File: config.mk
export PLATFORM = sky130hd
export DESIGN_NAME = cau_stage
export DESIGN_NICKNAME = d
export VERILOG_FILES = /design/src/rtl/cau_pkg.sv /design/src/rtl/cau_stage.sv
export SDC_FILE = /design/constraint.sdc
export NUM_CORES = 1
export LEC_CHECK = 0
export ABC_AREA = 1
export BUFFER_PORTS_ARGS = -buffer_cell sky130_fd_sc_hd__buf_4
export CELL_PAD_IN_SITES_DETAIL_PLACEMENT = 1
export CELL_PAD_IN_SITES_GLOBAL_PLACEMENT = 1
export CORE_AREA = 2 2 677 679
export DETAILED_ROUTE_END_ITERATION = 10
export DIE_AREA = 0 0 679 681
export PLACE_DENSITY_LB_ADDON = 0.1
export RECOVER_POWER = 25
export SYNTH_ARGS = -nofsm -noshare
export SYNTH_HDL_FRONTEND = slang
export SYNTH_SLANG_ARGS = --single-unit
File: constraint.sdc
create_clock -name vclk -period 5.7
set_clock_uncertainty 0.15 [all_clocks]
set_input_delay 1.14 -clock vclk [all_inputs]
set_output_delay 1.14 -clock vclk [all_outputs]
set_load 0.05 [all_outputs]
File: src/rtl/cau_pkg.sv
// Shared types, opcodes, constants and saturation helper for the complex arithmetic unit.
package cau_pkg;

    localparam int DATA_W           = 32;
    localparam int FRAC_BITS_DEF    = 16;
    localparam int CORDIC_STEPS_DEF = 24;
    localparam int ANG_FRAC         = 32;
    localparam int VEC_SHIFT        = 24;
    localparam int XY_W             = 58;
    localparam int Z_W              = 42;
    localparam int Q_W              = 41;

    localparam logic [XY_W-1:0] INV_GAIN_Q30 = 58'd652032874;

    typedef logic [2:0] op_t;

    localparam op_t OP_ADD   = 3'd0;
    localparam op_t OP_SUB   = 3'd1;
    localparam op_t OP_MUL   = 3'd2;
    localparam op_t OP_DIV   = 3'd3;
    localparam op_t OP_POLAR = 3'd4;
    localparam op_t OP_RECT  = 3'd5;

    // Arctangent of 2^-i in degrees, scaled by 2^32.
    localparam logic [39:0] ATAN_TAB [0:31] = '{
        40'd193273528320, 40'd114096026022, 40'd60285206653, 40'd30601712202,
        40'd15360239180,  40'd7687607525,   40'd3844741810,  40'd1922488225,
        40'd961258780,    40'd480631223,    40'd240315841,   40'd120157949,
        40'd60078978,     40'd30039490,     40'd15019745,    40'd7509872,
        40'd3754936,      40'd1877468,      40'd938734,      40'd469367,
        40'd234684,       40'd117342,       40'd58671,       40'd29335,
        40'd14668,        40'd7334,         40'd3667,        40'd1833,
        40'd917,          40'd458,          40'd229,         40'd115
    };

    typedef struct packed {
        logic        ovf;
        logic [31:0] val;
    } sat_t;

    // Everything one item carries through the long iteration chain.
    typedef struct packed {
        op_t             op;
        logic            dz;
        logic            ovf_s;
        logic [31:0]     s_re;
        logic [31:0]     s_im;
        logic            neg_re;
        logic            neg_im;
        logic [63:0]     den;
        logic [63:0]     num_re;
        logic [63:0]     num_im;
        logic [63:0]     rem_re;
        logic [63:0]     rem_im;
        logic [Q_W-1:0]  quo_re;
        logic [Q_W-1:0]  quo_im;
        logic            big_re;
        logic            big_im;
        logic [63:0]     sq_n;
        logic [63:0]     sq_r;
        logic [31:0]     a_re;
        logic [31:0]     a_im;
        logic [31:0]     ang_mag;
        logic            vec_zero;
        logic            flip;
        logic [XY_W-1:0] cx;
        logic [XY_W-1:0] cy;
        logic [Z_W-1:0]  cz;
    } chain_t;

    // Saturates a sign and magnitude pair to the signed 32-bit range.
    function automatic sat_t sat32(input logic neg, input logic [64:0] mag);
        sat_t r;
        if (!neg) begin
            if (mag > 65'h7FFFFFFF) begin
                r.ovf = 1'b1;
                r.val = 32'h7FFFFFFF;
            end
            else begin
                r.ovf = 1'b0;
                r.val = mag[31:0];
            end
        end
        else begin
            if (mag > 65'h80000000) begin
                r.ovf = 1'b1;
                r.val = 32'h80000000;
            end
            else begin
                r.ovf = 1'b0;
                r.val = ~mag[31:0] + 32'd1;
            end
        end
        return r;
    endfunction

endpackage

File: src/rtl/cau_stage.sv
// One step of the iteration chain: a divider bit and, by position, a square root digit, angle reduction or CORDIC.
module cau_stage #(
    parameter int K            = 0,
    parameter int FRAC_BITS    = cau_pkg::FRAC_BITS_DEF,
    parameter int CORDIC_STEPS = cau_pkg::CORDIC_STEPS_DEF
) (
    input  cau_pkg::chain_t d,
    output cau_pkg::chain_t q
);
    import cau_pkg::*;

    localparam int MOD_STEPS = (FRAC_BITS < 24) ? 24 - FRAC_BITS : 1;
    localparam int SQ_SH     = (K < 32) ? 62 - 2 * K : 0;
    localparam int MOD_SH    = (K < MOD_STEPS) ? MOD_STEPS - 1 - K : 0;
    localparam int CI        = (K > MOD_STEPS) ? K - MOD_STEPS - 1 : 0;
    localparam int CI_T      = (CI < 32) ? CI : 31;

    localparam logic [33:0] MOD_M      = 34'd360 << FRAC_BITS;
    localparam logic [33:0] MOD_STEP_M = MOD_M << MOD_SH;

    localparam logic signed [34:0] HALF_F    = 35'sd180 <<< FRAC_BITS;
    localparam logic signed [34:0] FULL_F    = 35'sd360 <<< FRAC_BITS;
    localparam logic signed [34:0] QUARTER_F = 35'sd90 <<< FRAC_BITS;
    localparam logic signed [Z_W-1:0] Z_HALF = 42'sd180 <<< ANG_FRAC;

    logic [64:0]           dr_re;
    logic [64:0]           dr_im;
    logic                  ge_re;
    logic                  ge_im;
    logic [Q_W-1:0]        qs_re;
    logic [Q_W-1:0]        qs_im;
    logic [63:0]           sq_bit;
    logic [64:0]           sq_t;
    logic signed [34:0]    rs;
    logic                  rflip;
    logic signed [Z_W-1:0] rz;
    logic signed [XY_W-1:0] vx;
    logic signed [XY_W-1:0] vy;
    logic signed [Z_W-1:0]  vz;
    logic signed [XY_W-1:0] dx;
    logic signed [XY_W-1:0] dy;
    logic signed [Z_W-1:0]  tab;
    logic                   up;

    assign dr_re  = {d.rem_re, d.num_re[63]};
    assign dr_im  = {d.rem_im, d.num_im[63]};
    assign ge_re  = dr_re >= {1'b0, d.den};
    assign ge_im  = dr_im >= {1'b0, d.den};
    assign qs_re  = {d.quo_re[Q_W-2:0], ge_re};
    assign qs_im  = {d.quo_im[Q_W-2:0], ge_im};
    assign sq_bit = 64'd1 << SQ_SH;
    assign sq_t   = {1'b0, d.sq_r} + {1'b0, sq_bit};
    assign dx     = $signed(d.cy) >>> CI;
    assign dy     = $signed(d.cx) >>> CI;
    assign tab    = $signed({2'b00, ATAN_TAB[CI_T]});
    assign up     = (d.op == OP_POLAR) ? !d.cy[XY_W-1] : d.cz[Z_W-1];

    // Angle for rotation: fold into [-180, 180), then into [-90, 90] with a flip.
    always_comb
    begin
        rs    = $signed({3'b000, d.ang_mag});
        rflip = 1'b0;
        if (d.a_im[31]) begin
            rs = -rs;
        end
        if (rs >= HALF_F) begin
            rs = rs - FULL_F;
        end
        else if (rs < -HALF_F) begin
            rs = rs + FULL_F;
        end
        if (rs > QUARTER_F) begin
            rs    = rs - HALF_F;
            rflip = 1'b1;
        end
        else if (rs < -QUARTER_F) begin
            rs    = rs + HALF_F;
            rflip = 1'b1;
        end
        rz = Z_W'(rs) <<< (ANG_FRAC - FRAC_BITS);
    end

    // Vectoring start: move a left half-plane vector to the right half-plane.
    always_comb
    begin
        vx = XY_W'($signed(d.a_re)) <<< VEC_SHIFT;
        vy = XY_W'($signed(d.a_im)) <<< VEC_SHIFT;
        vz = '0;
        if (d.a_re[31]) begin
            vx = -vx;
            vy = -vy;
            vz = d.a_im[31] ? -Z_HALF : Z_HALF;
        end
    end

    always_comb
    begin
        q = d;

        q.num_re = {d.num_re[62:0], 1'b0};
        q.num_im = {d.num_im[62:0], 1'b0};
        q.rem_re = ge_re ? 64'(dr_re - {1'b0, d.den}) : dr_re[63:0];
        q.rem_im = ge_im ? 64'(dr_im - {1'b0, d.den}) : dr_im[63:0];
        if (!d.big_re) begin
            q.quo_re = qs_re;
            q.big_re = qs_re[Q_W-1];
        end
        if (!d.big_im) begin
            q.quo_im = qs_im;
            q.big_im = qs_im[Q_W-1];
        end

        if (K < 32) begin
            if ({1'b0, d.sq_n} >= sq_t) begin
                q.sq_n = d.sq_n - sq_t[63:0];
                q.sq_r = (d.sq_r >> 1) + sq_bit;
            end
            else begin
                q.sq_r = d.sq_r >> 1;
            end
        end

        if (K < MOD_STEPS) begin
            if ({2'b00, d.ang_mag} >= MOD_STEP_M) begin
                q.ang_mag = 32'({2'b00, d.ang_mag} - MOD_STEP_M);
            end
        end

        if (K == MOD_STEPS) begin
            if (d.op == OP_POLAR) begin
                q.cx       = vx;
                q.cy       = vy;
                q.cz       = vz;
                q.flip     = 1'b0;
                q.vec_zero = (d.a_re == 32'd0) && (d.a_im == 32'd0);
            end
            else begin
                q.cx       = INV_GAIN_Q30;
                q.cy       = '0;
                q.cz       = rz;
                q.flip     = rflip;
                q.vec_zero = 1'b0;
            end
        end

        if ((K > MOD_STEPS) && (CI < CORDIC_STEPS) && (CI < 32)) begin
            if (up) begin
                q.cx = $signed(d.cx) + dx;
                q.cy = $signed(d.cy) - dy;
                q.cz = $signed(d.cz) + tab;
            end
            else begin
                q.cx = $signed(d.cx) - dx;
                q.cy = $signed(d.cy) + dy;
                q.cz = $signed(d.cz) - tab;
            end
        end
    end

endmodule

==> results.tsv <==
stage	metric	value	unit
placed_design	placed_cells	12060	
worst_setup_path	worstPathRequired	4.41	ns
min_path	hp-class	input pin to primary output	
sta	period_share	98.57	%
detailed_routing	drtIter0Drc	1557	
global_routing	grt_pass1_vias	36510	
placed_design	dp_hpwl	287700	um
sta	hold_viol_final	0	
cells_and_area	design.seq.count	0	
worst_setup_path	critical_path_class	input pin to primary output	
sta	rsz0062_at_grt	no	
logic_synthesis	synth_top_area_share	32.93	%
sta	relSlewSlack	36.62	%
logic_synthesis	synth_common_cells	nand2_1, inv_1, buf_4, nand3_1, nor2_1	
worst_setup_path	end_kind	primary output	
floorplan	dieHeight	681	um
detailed_routing	drcViolationCount	0	
min_path	worstHoldStart	d[102]	
global_routing	grt_pass1_wl	384400	um
logic_synthesis	ys_seq_area_share	0	%
sta	setup_viol	0	
global_routing	grt_max_degree	64	
detailed_routing	routed_wl	304400	um
cells_and_area	final_nets	7118	
min_path	hold_path_depth	0	
detailed_routing	first_pass_iters	5	
cells_and_area	fin_cells	12080	
floorplan	start_util	5.859	%
floorplan	die_area	462400	um2
global_routing	grtUsageMet3	2.320	%
cells_and_area	fill_cells	56180	
cells_and_area	clkbuf_count	0	
placed_design	globalplace.congestion	0.8822	
cells_and_area	regArea	0	um2
logic_synthesis	synth.area.top_cells	nand2_1, buf_4, inv_1, ha_1, nand3_1	
cells_and_area	area_delta_synth_final	46.01	%
floorplan	num_rows	248	
cts	cts_setup_buffers	0	
logic_synthesis	yosys.area.top_type	nand2_1	
logic_synthesis	synth_cell_types	40	
logic_synthesis	syn_area	26650	um2
detailed_routing	wire_per_inst	25.21	um
cells_and_area	final_util	8.554	%
global_routing	antenna_found_initial	62	
logic_synthesis	avgSynthCellArea	4.820	um2
floorplan	top_level_ports	1718	
sta	final_max_slew_viol_count	0	
worst_setup_path	crit_arrival	4.33	ns
cells_and_area	multi_input_area	17700	um2
global_routing	track_usage	12.60	%
detailed_routing	vias	34290	
logic_synthesis	yosysWarningCount	0	
floorplan	die_width	679	um
floorplan	coreArea	454900	um2
detailed_routing	ant_nets	0	
global_routing	use_met1	14.68	%
worst_setup_path	start_kind	input pin	
run_status	status	finished clean	
detailed_routing	avgViaCountPerCell	2.839	
sta	period_needed	5.618	ns
logic_synthesis	netlist_instances	5529	
global_routing	globalRouteOverflowTotal	0	
sta	tightest_slew	0.9434	ns
sta	max_freq	178.0	MHz
cells_and_area	drive_above_1_share	20.77	%
placed_design	io_buffers	874	
run	cap_violations	0	
min_path	whs_endpoint	q[102]	
logic_synthesis	synth.most_common_cell	nand2_1	
global_routing	busiest_layer	met2	
worst_setup_path	cp_max_fo	4	
global_routing	use_met2	22.84	%
## cell type report
class,instances,share of cell area (%)
inverter,1136,10.96
timing repair buffer,1177,24.15
tap,6000,19.29
multi-input combinational,3745,45.48
antenna,18,0.1158
## worst max path at each step
| stage | from | to | slack, ns |
|---|---|---|---|
| 5_1_grt | d[769] | q[521] | 0.008 |
| 3_3_place_gp | d[768] | q[519] | -0.26 |
| 2_1_floorplan | d[318] | q[320] | 0.71 |
| 6_report | d[768] | q[515] | 0.08 |
| 3_5_place_dp | d[768] | q[519] | -0.16 |
| 4_1_cts | d[768] | q[515] | 0.02 |
## cell families after synthesis
kind of cell	share of synthesized area (%)
xor gates and xnor gates	3.122
adders and majority gates	9.427
and+or+nand+nor	50.40
buffers and inverters	33.80
other	0.01407
AOI/OAI and AO/OA	3.235
## metrics by stage
step	cell area, um2	setup TNS, ns	setup slack [ns]	hold slack (ns)
final	38910	0	0.08154	2.130
after global routing	38880	0	0.008280	2.130
after CTS	38840	0	0.01900	2.130
after detailed placement	38830	-0.9676	-0.1590	2.130
after global placement	38830	-3.209	-0.2584	2.130
after floorplan	26650	0	0.7105	2.297
## cell usage in the layout, fill, tap and decap left out, types with 2 or more instances in the layout
cell type  Yosys  routed
ha_2           0       2
o21bai_1       3       3
fa_1           3       3
o21ai_0       28      28
nand2_2       19      17
buf_12         3      45
nand2_1     2338    2338
nor4_2         2       2
nor2_4         3       3
and2_1         2       2
nand4_1       18      18
o21a_1         2       2
nand3b_1      54      54
ha_1         196     194
inv_1       1127    1127
buf_4        578    1132
conb_1         1       2
xor2_1        93      93
nand2_4        2       4
nor2_2        17      24
a21oi_1      133     132
diode_2        0      18
or2_2          3       3
inv_2          7       8
nor3_1        22      21
nor2_1       345     338
nor4_1        21      21
nand3_2       13      15
nand3_1      412     410
and3_1         7       7
xnor2_1        2       2
## critical path, cell delays in order
cell,delay (ns)
buf_4,0.10
inv_1,0.06
ha_1,0.55
nand2_1,0.20
buf_4,0.18
nor2_1,0.25
nand2_1,0.20
nor2_2,0.35
buf_4,0.20
nand3_1,0.36
nand3_1,0.22
nand2_1,0.07
nand3_1,0.17
nand2_1,0.07
buf_4,0.19
## what timing repair did
action | 4_1_cts | 5_1_grt
hold buffers | 0 | 0
endpoints found under the setup margin | 31 | 63
resized for setup | 4 | 9
## per-layer routing
| metal | up-vias | wire, um | share of wire, % |
|---|---|---|---|
| met5 | - | 249 | 0.082 |
| met1 | 15950 | 124200 | 41 |
| met3 | 390 | 14890 | 4.9 |
| met4 | 24 | 13170 | 4.3 |
| met2 | 976 | 151900 | 50 |
| li1 | 16950 | - | - |
